### src/hw/rtl/slbc_pkg.sv
// ----------------------------------------------------------------------------
// slbc_pkg
// Types, constants and helper functions shared by the speed limit brake
// controller modules.
// ----------------------------------------------------------------------------
package slbc_pkg;

  // Transaction kinds
  localparam logic KIND_BYTE = 1'b0;
  localparam logic KIND_TICK = 1'b1;

  // Characters seen by the packet parser
  localparam logic [7:0] CH_NUL    = 8'h00;
  localparam logic [7:0] CH_DOLLAR = 8'h24;
  localparam logic [7:0] CH_HASH   = 8'h23;
  localparam logic [7:0] CH_COMMA  = 8'h2C;
  localparam logic [7:0] CH_STAR   = 8'h2A;
  localparam logic [7:0] CH_MINUS  = 8'h2D;
  localparam logic [7:0] CH_PLUS   = 8'h2B;
  localparam logic [7:0] CH_SPACE  = 8'h20;
  localparam logic [7:0] CH_TAB    = 8'h09;
  localparam logic [7:0] CH_CR     = 8'h0D;
  localparam logic [7:0] CH_ZERO   = 8'h30;
  localparam logic [7:0] CH_NINE   = 8'h39;

  // Magnitude saturation point of the number reader
  localparam logic [16:0] ACC_SAT = 17'd32768;

  // Reset values
  localparam logic [15:0] RST_BRAKE_RELEASE = 16'd9900;
  localparam logic [9:0]  RST_BRAKE_GAIN    = 10'd12;
  localparam logic [15:0] RST_BRAKE_FLOOR   = 16'd0;
  localparam logic [11:0] RST_PERIOD_LIMIT  = 12'd1000;
  localparam logic [7:0]  RST_WINDOW_LIMIT  = 8'd10;
  localparam logic [11:0] RST_SPEED_KMH     = 12'd15;

  // ceil(18 * 2^32 / 575): speed = (edges * SPEED_RECIP) >> 32 equals
  // floor(edges * 18 / 575) for every 16-bit edge count
  localparam logic [27:0] SPEED_RECIP = 28'd134451151;

  // Configuration register indexes
  typedef enum logic [2:0] {
    CFG_BRAKE_RELEASE = 3'd0,
    CFG_BRAKE_GAIN    = 3'd1,
    CFG_BRAKE_FLOOR   = 3'd2,
    CFG_PERIOD_LIMIT  = 3'd3,
    CFG_WINDOW_LIMIT  = 3'd4
  } cfg_idx_t;

  // Parser field phase
  typedef enum logic [1:0] {
    PH_SKIP   = 2'd0,
    PH_TOKEN  = 2'd1,
    PH_DIGITS = 2'd2,
    PH_DONE   = 2'd3
  } phase_t;

  typedef struct packed {
    logic       kind;
    logic [7:0] rx_byte;
    logic [2:0] hall_bits;
  } in_item_t;

  typedef struct packed {
    logic [15:0]        brake_compare;
    logic [11:0]        measured_speed;
    logic signed [15:0] speed_target;
    logic               brake_updated;
    logic               speed_updated;
  } out_item_t;

  typedef struct packed {
    logic [15:0] brake_release;
    logic [9:0]  brake_gain;
    logic [15:0] brake_floor;
  } brake_cfg_t;

  typedef struct packed {
    logic [11:0] period_limit;
    logic [7:0]  window_limit;
  } window_cfg_t;

  typedef struct packed {
    logic [15:0]        brake_compare;
    logic signed [15:0] speed_target;
    logic               brake_updated;
  } brake_res_t;

  typedef struct packed {
    logic [11:0] measured_speed;
    logic        speed_updated;
  } speed_res_t;

  function automatic logic [11:0] speed_from_edges(input logic [15:0] edges);
    logic [43:0] prod;
    prod = 44'(edges) * 44'(SPEED_RECIP);
    return prod[43:32];
  endfunction

endpackage

### src/hw/rtl/slbc_parser.sv
// ----------------------------------------------------------------------------
// slbc_parser
// Streaming packet reader: reads the first field as a number and recomputes
// the brake compare value when a packet closes.
// ----------------------------------------------------------------------------
module slbc_parser import slbc_pkg::*; (
  input  logic        clk,
  input  logic        rst_n,
  input  logic        step,
  input  logic [7:0]  rx_byte,
  input  logic [11:0] speed_kmh,
  input  brake_cfg_t  cfg,
  output brake_res_t  res
);

  logic               open_r,  open_nxt;
  phase_t             ph_r,    ph_nxt;
  logic               tok_r,   tok_nxt;
  logic               neg_r,   neg_nxt;
  logic [16:0]        acc_r,   acc_nxt;
  logic signed [15:0] tgt_r,   tgt_nxt;
  logic [15:0]        brake_r, brake_nxt;
  logic               upd;

  logic               is_sep, is_space, is_digit;
  logic               tok_stage, dig_stage;
  logic [18:0]        acc_mul;
  logic [16:0]        acc_neg;
  logic signed [15:0] tgt_close;
  logic signed [17:0] diff_s;
  logic [25:0]        sub;
  logic [15:0]        rel_left;
  logic [15:0]        brake_close;

  assign is_sep   = (rx_byte == CH_COMMA) || (rx_byte == CH_STAR);
  assign is_space = (rx_byte == CH_SPACE) || ((rx_byte >= CH_TAB) && (rx_byte <= CH_CR));
  assign is_digit = (rx_byte >= CH_ZERO) && (rx_byte <= CH_NINE);
  assign acc_mul  = 19'(acc_r) * 19'd10 + 19'(rx_byte - CH_ZERO);

  // Field reader, one character per transaction
  always_comb begin
    ph_nxt    = ph_r;
    tok_nxt   = tok_r;
    neg_nxt   = neg_r;
    acc_nxt   = acc_r;
    tok_stage = 1'b0;
    dig_stage = 1'b0;
    if (rx_byte == CH_NUL) begin
      ph_nxt = PH_DONE;
    end else begin
      unique case (ph_r)
        PH_SKIP: begin
          if (!is_sep) begin
            tok_nxt   = 1'b1;
            ph_nxt    = PH_TOKEN;
            tok_stage = 1'b1;
          end
        end
        PH_TOKEN:  tok_stage = 1'b1;
        PH_DIGITS: dig_stage = 1'b1;
        PH_DONE:   ;
        default:   ;
      endcase
      if (tok_stage) begin
        priority if (is_sep) begin
          ph_nxt = PH_DONE;
        end else if (is_space) begin
          ph_nxt = PH_TOKEN;
        end else if ((rx_byte == CH_MINUS) || (rx_byte == CH_PLUS)) begin
          neg_nxt = (rx_byte == CH_MINUS);
          ph_nxt  = PH_DIGITS;
        end else begin
          ph_nxt    = PH_DIGITS;
          dig_stage = 1'b1;
        end
      end
      if (dig_stage) begin
        if (is_digit) begin
          acc_nxt = (acc_mul > 19'(ACC_SAT)) ? ACC_SAT : acc_mul[16:0];
        end else begin
          ph_nxt = PH_DONE;
        end
      end
    end
  end

  // Target and brake value at packet close
  assign acc_neg = 17'd0 - acc_nxt;

  // A closing byte with no open packet is not parsed, so hold the old target
  always_comb begin
    if (!open_r || !tok_nxt) begin
      tgt_close = tgt_r;
    end else if (neg_nxt) begin
      tgt_close = acc_neg[15:0];
    end else if (acc_nxt > 17'd32767) begin
      tgt_close = 16'sd32767;
    end else begin
      tgt_close = acc_nxt[15:0];
    end
  end

  assign diff_s   = $signed({6'b0, speed_kmh}) - 18'(tgt_close);
  assign sub      = 26'(cfg.brake_gain) * 26'(diff_s[15:0]);
  assign rel_left = cfg.brake_release - sub[15:0];

  always_comb begin
    if (diff_s[17] || (diff_s == 18'sd0)) begin
      brake_close = cfg.brake_release;
    end else if ((sub > 26'(cfg.brake_release)) || (rel_left < cfg.brake_floor)) begin
      brake_close = cfg.brake_floor;
    end else begin
      brake_close = rel_left;
    end
  end

  // Packet framing
  always_comb begin
    open_nxt  = open_r;
    brake_nxt = brake_r;
    tgt_nxt   = tgt_r;
    upd       = 1'b0;
    if (step && (rx_byte == CH_DOLLAR)) begin
      open_nxt = 1'b1;
    end else if (step && (rx_byte == CH_HASH)) begin
      open_nxt  = 1'b0;
      brake_nxt = brake_close;
      tgt_nxt   = tgt_close;
      upd       = 1'b1;
    end
  end

  always_ff @(posedge clk) begin
    if (!rst_n) begin
      open_r  <= 1'b0;
      ph_r    <= PH_SKIP;
      tok_r   <= 1'b0;
      neg_r   <= 1'b0;
      acc_r   <= '0;
      tgt_r   <= '0;
      brake_r <= RST_BRAKE_RELEASE;
    end else begin
      open_r  <= open_nxt;
      tgt_r   <= tgt_nxt;
      brake_r <= brake_nxt;
      if (step && (rx_byte == CH_HASH)) begin
        ph_r  <= PH_SKIP;
        tok_r <= 1'b0;
        neg_r <= 1'b0;
        acc_r <= '0;
      end else if (step && open_r && (rx_byte != CH_DOLLAR)) begin
        ph_r  <= ph_nxt;
        tok_r <= tok_nxt;
        neg_r <= neg_nxt;
        acc_r <= acc_nxt;
      end
    end
  end

  assign res.brake_compare = brake_nxt;
  assign res.speed_target  = tgt_nxt;
  assign res.brake_updated = upd;

endmodule

### src/hw/rtl/slbc_speed.sv
// ----------------------------------------------------------------------------
// slbc_speed
// Hall edge counter and speed window timer.
// ----------------------------------------------------------------------------
module slbc_speed import slbc_pkg::*; (
  input  logic        clk,
  input  logic        rst_n,
  input  logic        step,
  input  logic [2:0]  hall_bits,
  input  window_cfg_t cfg,
  output logic [11:0] speed_kmh,
  output speed_res_t  res
);

  logic [2:0]  hall_r,  hall_nxt;
  logic [15:0] edge_r,  edge_nxt;
  logic [12:0] per_r,   per_nxt;
  logic [7:0]  win_r,   win_nxt;
  logic [11:0] speed_r, speed_nxt;
  logic        upd;

  logic [12:0] per_inc;
  logic [15:0] edge_inc;
  logic [7:0]  win_inc;

  assign per_inc = per_r + 13'd2;

  always_comb begin
    edge_inc = edge_r;
    if ((hall_bits != hall_r) && (hall_bits != 3'd0) && (edge_r != 16'hFFFF)) begin
      edge_inc = edge_r + 16'd1;
    end
  end

  always_comb begin
    hall_nxt  = hall_r;
    edge_nxt  = edge_r;
    per_nxt   = per_r;
    win_nxt   = win_r;
    speed_nxt = speed_r;
    upd       = 1'b0;
    win_inc   = win_r;
    if (step) begin
      hall_nxt = hall_bits;
      per_nxt  = per_inc;
      if (per_inc > 13'(cfg.period_limit)) begin
        win_inc = win_r + 8'd1;
        per_nxt = '0;
      end
      win_nxt  = win_inc;
      edge_nxt = edge_inc;
      if (win_inc > cfg.window_limit) begin
        speed_nxt = speed_from_edges(edge_inc);
        edge_nxt  = '0;
        win_nxt   = '0;
        upd       = 1'b1;
      end
    end
  end

  always_ff @(posedge clk) begin
    if (!rst_n) begin
      hall_r  <= '0;
      edge_r  <= '0;
      per_r   <= '0;
      win_r   <= '0;
      speed_r <= RST_SPEED_KMH;
    end else begin
      hall_r  <= hall_nxt;
      edge_r  <= edge_nxt;
      per_r   <= per_nxt;
      win_r   <= win_nxt;
      speed_r <= speed_nxt;
    end
  end

  assign speed_kmh          = speed_r;
  assign res.measured_speed = speed_nxt;
  assign res.speed_updated  = upd;

endmodule

### src/hw/rtl/speed_limit_brake_controller.sv
// ----------------------------------------------------------------------------
// speed_limit_brake_controller
// Serial packet target reader, hall speed meter and brake compare update.
// ----------------------------------------------------------------------------
//
//  Channel  Ports                          Direction  Transaction
//  in       in_valid / in_ready / in_data  input      serial byte or tick
//  out      out_valid/out_ready/out_data   output     one result per input
//  cfg      cfg_we / cfg_index / cfg_wdata input      register write, no wait
//
//  Each transaction passes through the input register, then through the
//  update logic into the result register.
//  A new transaction can be taken every cycle while out_ready is high; the
//  path from input register to result register (parser, one 10x16 brake
//  multiply, reciprocal speed multiply) sets the clock rate.
//  Reset (rst_n low, synchronous) clears both pipeline stages and restores
//  the state and config registers; stage data registers have no reset.
//  A stall on out_ready holds the result register; the input register then
//  holds too, and in_ready drops only when both are full.
//
module speed_limit_brake_controller import slbc_pkg::*; (
  input  logic      clk,
  input  logic      rst_n,
  input  logic      in_valid,
  output logic      in_ready,
  input  in_item_t  in_data,
  output logic      out_valid,
  input  logic      out_ready,
  output out_item_t out_data,
  input  logic      cfg_we,
  input  logic [2:0] cfg_index,
  input  logic [15:0] cfg_wdata
);

  // Configuration registers
  brake_cfg_t  bcfg_r;
  window_cfg_t wcfg_r;

  // Input stage
  logic     s1_vld_r;
  in_item_t s1_data_r;

  // Result stage
  logic      out_vld_r;
  out_item_t out_data_r;

  logic        adv;
  logic        step_byte, step_tick;
  logic [11:0] speed_kmh;
  brake_res_t  brk_res;
  speed_res_t  spd_res;

  // Advance the input stage into the result stage when the result register
  // is empty or being drained this cycle
  assign adv       = s1_vld_r && (!out_vld_r || out_ready);
  assign in_ready  = !s1_vld_r || adv;
  assign step_byte = adv && (s1_data_r.kind == KIND_BYTE);
  assign step_tick = adv && (s1_data_r.kind == KIND_TICK);

  // Write configuration; indexes beyond the list are dropped
  always_ff @(posedge clk) begin
    if (!rst_n) begin
      bcfg_r.brake_release <= RST_BRAKE_RELEASE;
      bcfg_r.brake_gain    <= RST_BRAKE_GAIN;
      bcfg_r.brake_floor   <= RST_BRAKE_FLOOR;
      wcfg_r.period_limit  <= RST_PERIOD_LIMIT;
      wcfg_r.window_limit  <= RST_WINDOW_LIMIT;
    end else if (cfg_we) begin
      unique case (cfg_index)
        CFG_BRAKE_RELEASE: bcfg_r.brake_release <= cfg_wdata;
        CFG_BRAKE_GAIN:    bcfg_r.brake_gain    <= cfg_wdata[9:0];
        CFG_BRAKE_FLOOR:   bcfg_r.brake_floor   <= cfg_wdata;
        CFG_PERIOD_LIMIT:  wcfg_r.period_limit  <= cfg_wdata[11:0];
        CFG_WINDOW_LIMIT:  wcfg_r.window_limit  <= cfg_wdata[7:0];
        default:           ;
      endcase
    end
  end

  // Capture the incoming transaction
  always_ff @(posedge clk) begin
    if (!rst_n) begin
      s1_vld_r <= 1'b0;
    end else if (in_ready) begin
      s1_vld_r <= in_valid;
    end
  end

  always_ff @(posedge clk) begin
    if (in_ready && in_valid) begin
      s1_data_r <= in_data;
    end
  end

  slbc_parser u_parser (
    .clk       (clk),
    .rst_n     (rst_n),
    .step      (step_byte),
    .rx_byte   (s1_data_r.rx_byte),
    .speed_kmh (speed_kmh),
    .cfg       (bcfg_r),
    .res       (brk_res)
  );

  slbc_speed u_speed (
    .clk       (clk),
    .rst_n     (rst_n),
    .step      (step_tick),
    .hall_bits (s1_data_r.hall_bits),
    .cfg       (wcfg_r),
    .speed_kmh (speed_kmh),
    .res       (spd_res)
  );

  // Hold the result until taken; load a fresh one on advance
  always_ff @(posedge clk) begin
    if (!rst_n) begin
      out_vld_r <= 1'b0;
    end else if (adv) begin
      out_vld_r <= 1'b1;
    end else if (out_ready) begin
      out_vld_r <= 1'b0;
    end
  end

  always_ff @(posedge clk) begin
    if (adv) begin
      out_data_r.brake_compare  <= brk_res.brake_compare;
      out_data_r.measured_speed <= spd_res.measured_speed;
      out_data_r.speed_target   <= brk_res.speed_target;
      out_data_r.brake_updated  <= brk_res.brake_updated;
      out_data_r.speed_updated  <= spd_res.speed_updated;
    end
  end

  assign out_valid = out_vld_r;
  assign out_data  = out_data_r;

`ifndef SYNTH
  a_hash_updates_brake: assert property (@(posedge clk) disable iff (!rst_n)
    (step_byte && (s1_data_r.rx_byte == CH_HASH)) |=> out_data.brake_updated)
    else $error("closing byte did not flag a brake update");

  a_tick_no_brake: assert property (@(posedge clk) disable iff (!rst_n)
    step_tick |-> !brk_res.brake_updated)
    else $error("brake updated on a timer tick");

  a_byte_no_speed: assert property (@(posedge clk) disable iff (!rst_n)
    step_byte |-> !spd_res.speed_updated)
    else $error("speed window closed on a serial byte");

  a_stall_only_full: assert property (@(posedge clk) disable iff (!rst_n)
    !in_ready |-> (s1_vld_r && out_vld_r && !out_ready))
    else $error("input stalled while a stage was free");
`endif

endmodule
### config.mk
export PLATFORM = sky130hd
export DESIGN_NAME = speed_limit_brake_controller
export DESIGN_NICKNAME = d
export VERILOG_FILES = /design/src/hw/rtl/slbc_pkg.sv /design/src/hw/rtl/slbc_parser.sv /design/src/hw/rtl/slbc_speed.sv /design/src/hw/rtl/speed_limit_brake_controller.sv
export SDC_FILE = /design/constraint.sdc
export NUM_CORES = 1
export LEC_CHECK = 0
export ABC_AREA = 1
export BUFFER_PORTS_ARGS = -buffer_cell sky130_fd_sc_hd__buf_4
export CAP_MARGIN = 20
export CORE_AREA = 10 10 218 220
export DETAILED_ROUTE_END_ITERATION = 7
export DIE_AREA = 0 0 228 230
export PLACE_DENSITY = 0.77
export SYNTH_ARGS = -nofsm -noshare
export SYNTH_HDL_FRONTEND = slang
export SYNTH_SLANG_ARGS = --single-unit
export TNS_END_PERCENT = 30
### constraint.sdc
create_clock -name clk -period 21.9 [get_ports clk]
set_input_delay 1.095 -clock clk [delete_from_list [all_inputs] [get_ports clk]]
set_output_delay 1.095 -clock clk [all_outputs]
set_load 0.005 [all_outputs]
# Word level (Yosys, flattened, before mapping)
# Index checks and enable logic that the tools add are counted.
# Widths: inputs -> output; s select.
totals:
  output_inout_bits: 48
  reg_bits: 228
  ram_bits: 0
  word_cells: 155
  latchBits: 0
  n_memories: 0
  romBits: 0
  inputBits: 36
op_classes:
  add_sub_neg: 8
  n_bitwise: 2
  n_div: 0
  n_lt_le_gt_ge: 10
  eq_ne: 16
  n_reduce_logical: 37
  n_shift: 0
  mul: 3
  mux: 52
op_table:
  columns: ["cell", "count"]
  rows:
  - ["$mux 16", 11]
  - ["$mux 17", 4]
  - ["$eq 8x6->1 const B", 7]
  - ["$mul 16x28->44 const B", 1]
  - ["$gt 26x16->1", 1]
  - ["$mul 10x16->26", 1]
  - ["$mux 12", 2]
  - ["$mux 8", 3]
  - ["$mux 1", 22]
  - ["$add 19x19->19", 1]
  - ["$gt 19x16->1 const B", 1]
  - ["$logic_not 18->1", 1]
  - ["$mul 17x3->18 const B", 1]
  - ["$gt 17x15->1 const B", 1]
  - ["$sub 13x16->17", 1]
  - ["$add 16x1->16 const B", 1]
  - ["$lt 16x16->1", 1]
  - ["$mux 2", 8]
  - ["$ne 16x16->1 const B", 1]
  - ["$sub 1x16->16 const A", 1]
  - ["$sub 16x16->16", 1]
  - ["$add 13x2->13 const B", 1]
  - ["$gt 13x12->1", 1]
  - ["$mux 13", 1]
  - ["26 further kinds", 54]

# Longest topological paths before layout
depth:
  word_depth: 22
  mapped_depth: 92
  mapped_depth_nobuf: 91

# Cells and area by module
# From an unflattened synthesis, not the netlist that was laid out.
unflattened:
  cells_unflattened: 3694
  hier_area_um2: 27169.8
modules_own_cells:
  columns: ["module", "area_each_um2", "seq_area_each_um2", "n_inst", "cells_per_inst"]
  rows:
  - ["slbc_parser", 13282.7, 1081.0, 1, 2040]
  - ["slbc_speed", 9577.9, 1021.0, 1, 1231]
  - ["speed_limit_brake_controller", 4309.1, 3022.9, 1, 423]

# Worst setup path after synthesis
# OpenSTA, ideal clock, no wires.
synth_path:
  kind: "reg2reg"
  startpoint: "register u_parser.acc_r[3]"
  endpoint: "register out_data_r, in the netlist out_data[42] (data pin)"
  t_required_ns: 21.646
  path_stages_with_launch: 88
  setup_time_ns: 0.254
  path_buffers: 2
  setup_slack_ns: 9.291
  period_less_slack_ns: 12.609
  arrival_time_ns: 12.355
  path_cell_list: "dfxtp_1 ha_1 ha_1 nand3_1 nand3_1 a21oi_1 o21bai_1 a21oi_1 o21bai_1 nand2_1 nand2_1 a21oi_1 inv_1 a21oi_1 o21bai_1 nand2_1 a21oi_1 nor2_1 [52 not listed] a21o_1 a21oi_1 xnor2_1 ha_1 nand4_1 a21oi_1 a2111oi_0 nor3b_1 nand2_1 a21oi_1 nand2_1 inv_1 buf_2 o21ai_0 inv_1 nand3_2 nand3_2 nand2_1"
synth_lines:
  columns: ["element", "line_no", "rtl"]
  rows:
  - ["from (decl)", "slbc_parser.sv:20", "logic [16:0] acc_r, acc_nxt;"]
  - ["from (signal assigned)", "slbc_parser.sv:155", "acc_r <= acc_nxt;"]
  - ["to (decl)", "speed_limit_brake_controller.sv:45", "out_item_t out_data_r;"]

==> flow_summary.json <==
{
  "status": "complete, no violations",
  "drtAntennaViolNets": 0,
  "synth_nets": 3858,
  "setup_viol": 0,
  "power_uw": 1190,
  "mostFrequentLayoutCells": "nand2_1 (652), inv_1 (558), ha_1 (328)",
  "dieArea_mm2": 0.0524,
  "yosysUniqueCellTypes": 64,
  "rsz0062_at_grt": "false",
  "synth_edf_count": 58,
  "synth_top_area_share_pct": 18.0,
  "grtUsageTotal_pct": 26.4,
  "worstPathArrival_ns": 15.40,
  "coreArea_mm2": 0.0429,
  "synth_compound_area_share_pct": 10.5,
  "slew_headroom_pct": 35.7,
  "gp_congestion": 0.991,
  "synthArstFlopShare_pct": 0,
  "synth_top_family_by_area": "adder cells",
  "syn-cell-area_mm2": 0.0255,
  "setup_tns_ns": 0,
  "synth-warning-count": 0,
  "areaGrowthSynthToFinish_pct": 7.68,
  "clock_path_buffers": 3,
  "wl_mm": 70.0,
  "final_common_cell": "nand2_1",
  "p_leak_uw": 0.0147,
  "timing.max_cap.violations": 0,
  "cts_tree": "done",
  "period_minus_slack_ns": 15.08,
  "cp_max_fo": 17,
  "muxShareOfSynthArea_pct": 0,
  "cts_resized": 0,
  "ios": 84,
  "period_share_pct": 68.9,
  "wl_per_cell_um": 17.9,
  "yosys.area_share.simple_pct": 22.0,
  "root_buffer": "clkbuf_16",
  "cts.sinks": 227,
  "hold_ws_ns": 0.468,
  "synth_area_leaders": "fa_1 (18%), ha_1 (16%), dfxtp_1 (13%)",
  "skew_ns": 0.0268,
  "crit_path_top_delay_cell": "fa_1",
  "final_util_pct": 64.1,
  "synth_xor_area_share_pct": 3.63,
  "hold_buffers": 0,
  "post_dp_cell_area_mm2": 0.0266,
  "clkLatencyLatePin_ns": 0.57,
  "path_clk_slew_ns": 0.07,
  "powerDensity_mw_per_mm2": 43.1,
  "viasPerCell": 5.55,
  "critPathKind": "flop to flop",
  "port_buffers": 83,
  "grt_pass1_wl_mm": 113,
  "antenna_found_initial": 2,
  "syn_avg_cell_area_um2": 7.82,
  "yosysTopAreaCell": "fa_1",
  "hold_violations": 0,
  "cts_made_buffers": 26,
  "vdd_drop_max_v": 0.0000593,
  "ys.flop_type": "dfxtp_1",
  "num_rows": 76,
  "seq_area_frac_synth_pct": 20.1,
  "nNetsFinal": 3908,
  "required_ns": 22.22,
  "tightestPinTransition_ns": 0.961,
  "netlist_instances": 3265,
  "grt_max_degree": 77,
  "die_h_um": 230,
  "drtIter0Drc": 1902,
  "die_w_um": 228,
  "dp_hpwl_mm": 56.8,
  "start_kind": "flop",
  "path_buf_inv": 10,
  "grt.overflow.total": 0,
  "max_stage_delay_ns": 0.55,
  "hp-class": "flop to flop",
  "drive_above_1_share_pct": 8.25,
  "initial_core_util_pct": 59.5,
  "synth_seq_cells": 227,
  "cts_setup_buffers": 0,
  "crit_family": "adder cells",
  "cp_common_cell": "nand2_1",
  "dr.pass1.iters": 6,
  "fmax_mhz": 66.3,
  "drc": 0,
  "vias": 21800,
  "critPathCaptureType": "flop",
  "fin_area_mm2": 0.0275,
  "synth-adder-area-share_pct": 34.0,
  "h-tree-depth": 1,
  "drv_slew": 0,
  "first_global_vias": 21700
}
[area by class of cell]
type | instances | area [um^2]
multi-input combinational | 2394 | 17900
fill | 3733 | 15400
sequential | 227 | 5120
inverter | 574 | 2150
tap | 585 | 732
timing repair buffer | 92 | 691
clock buffer | 29 | 672
clock inverter | 19 | 185
antenna | 2 | 5.00
[worst paths after layout]
kind / slack (ns) / cells after the start / endpoint / from
worst max-delay path: 6.82 / 86 / out_data[42]$_DFFE_PP_ / u_parser.acc_r[3]$_SDFFE_PP0P_
worst min-delay path: 0.47 / 2 / wcfg_r[12]$_SDFFE_PN0P_ / wcfg_r[12]$_SDFFE_PN0P_
worst max register to register: 6.82 / 86 / out_data[42]$_DFFE_PP_ / u_parser.acc_r[3]$_SDFFE_PP0P_
worst min register to register: 0.47 / 2 / wcfg_r[12]$_SDFFE_PN0P_ / wcfg_r[12]$_SDFFE_PN0P_
[Yosys cell counts (all sizes together), types with 5 or more instances]
master / count
a31oi: 11
dfxtp: 169
a21boi: 7
or2: 8
a21o: 9
a21oi: 220
edfxtp: 58
nor4: 8
nand4: 38
o21a: 11
nand3b: 6
xnor2: 39
clkinv: 5
a211oi: 7
buf: 12
a22oi: 14
o21ai: 145
inv: 569
xor2: 63
fa: 229
and2: 5
nand3: 165
ha: 328
nor3: 24
o21bai: 9
clkbuf: 58
nand2: 710
o211ai: 24
nor2: 292
[flip-flops by register name, indices dropped and copies added (netlist names)]
name,cells
out_data,46
u_parser.tok_r,1
u_speed.edge_r,16
u_speed.win_r,8
u_parser.tgt_r,16
wcfg_r,20
u_speed.hall_r,3
u_parser.ph_r,2
u_speed.speed_kmh,12
bcfg_r,42
u_parser.brake_r,16
u_parser.neg_r,1
u_parser.acc_r,17
u_speed.per_r,12
u_parser.open_r,1
s1_vld_r,1
out_valid,1
s1_data_r,12
[metrics by stage]
stage               setup WS [ns]  instances
finish                       6.82       3922
global placement             7.49       3872
detailed placement           7.04       3872
CTS                          7.02       3920
floorplan                    9.29       3265
global route                 5.30       3921
[kinds of logic (layout without fill, tap and decap cells)]
logic type,Yosys count,in the layout
simple gates,1261,1261
buf+inv,644,714
fa+ha+maj,557,557
compound gates,474,474
flops,227,227
xor+xnor,102,102
other cells,0,2
[where the power goes]
| part | switching (uW) | internal [uW] |
|---|---|---|
| Sequential | 6.81 | 439 |
| Combinational | 194 | 111 |
| Clock | 189 | 247 |
[tightest hold or removal path, cell delays in order, from the launching register on]
cell     delay [ns]
dfxtp_1        0.30
inv_1          0.07
a21oi_1        0.06
[layer usage]
metal | vias up | global-route usage, % | share of wire (%)
met5 | - | 0 | 0
li1 | 10600 | - | -
met4 | 0 | 7.42 | 2.6
met2 | 748 | 43.3 | 46
met1 | 10300 | 34.9 | 44
met3 | 117 | 5.00 | 7.7
Note: power is estimated with default switching activity, not from simulation.
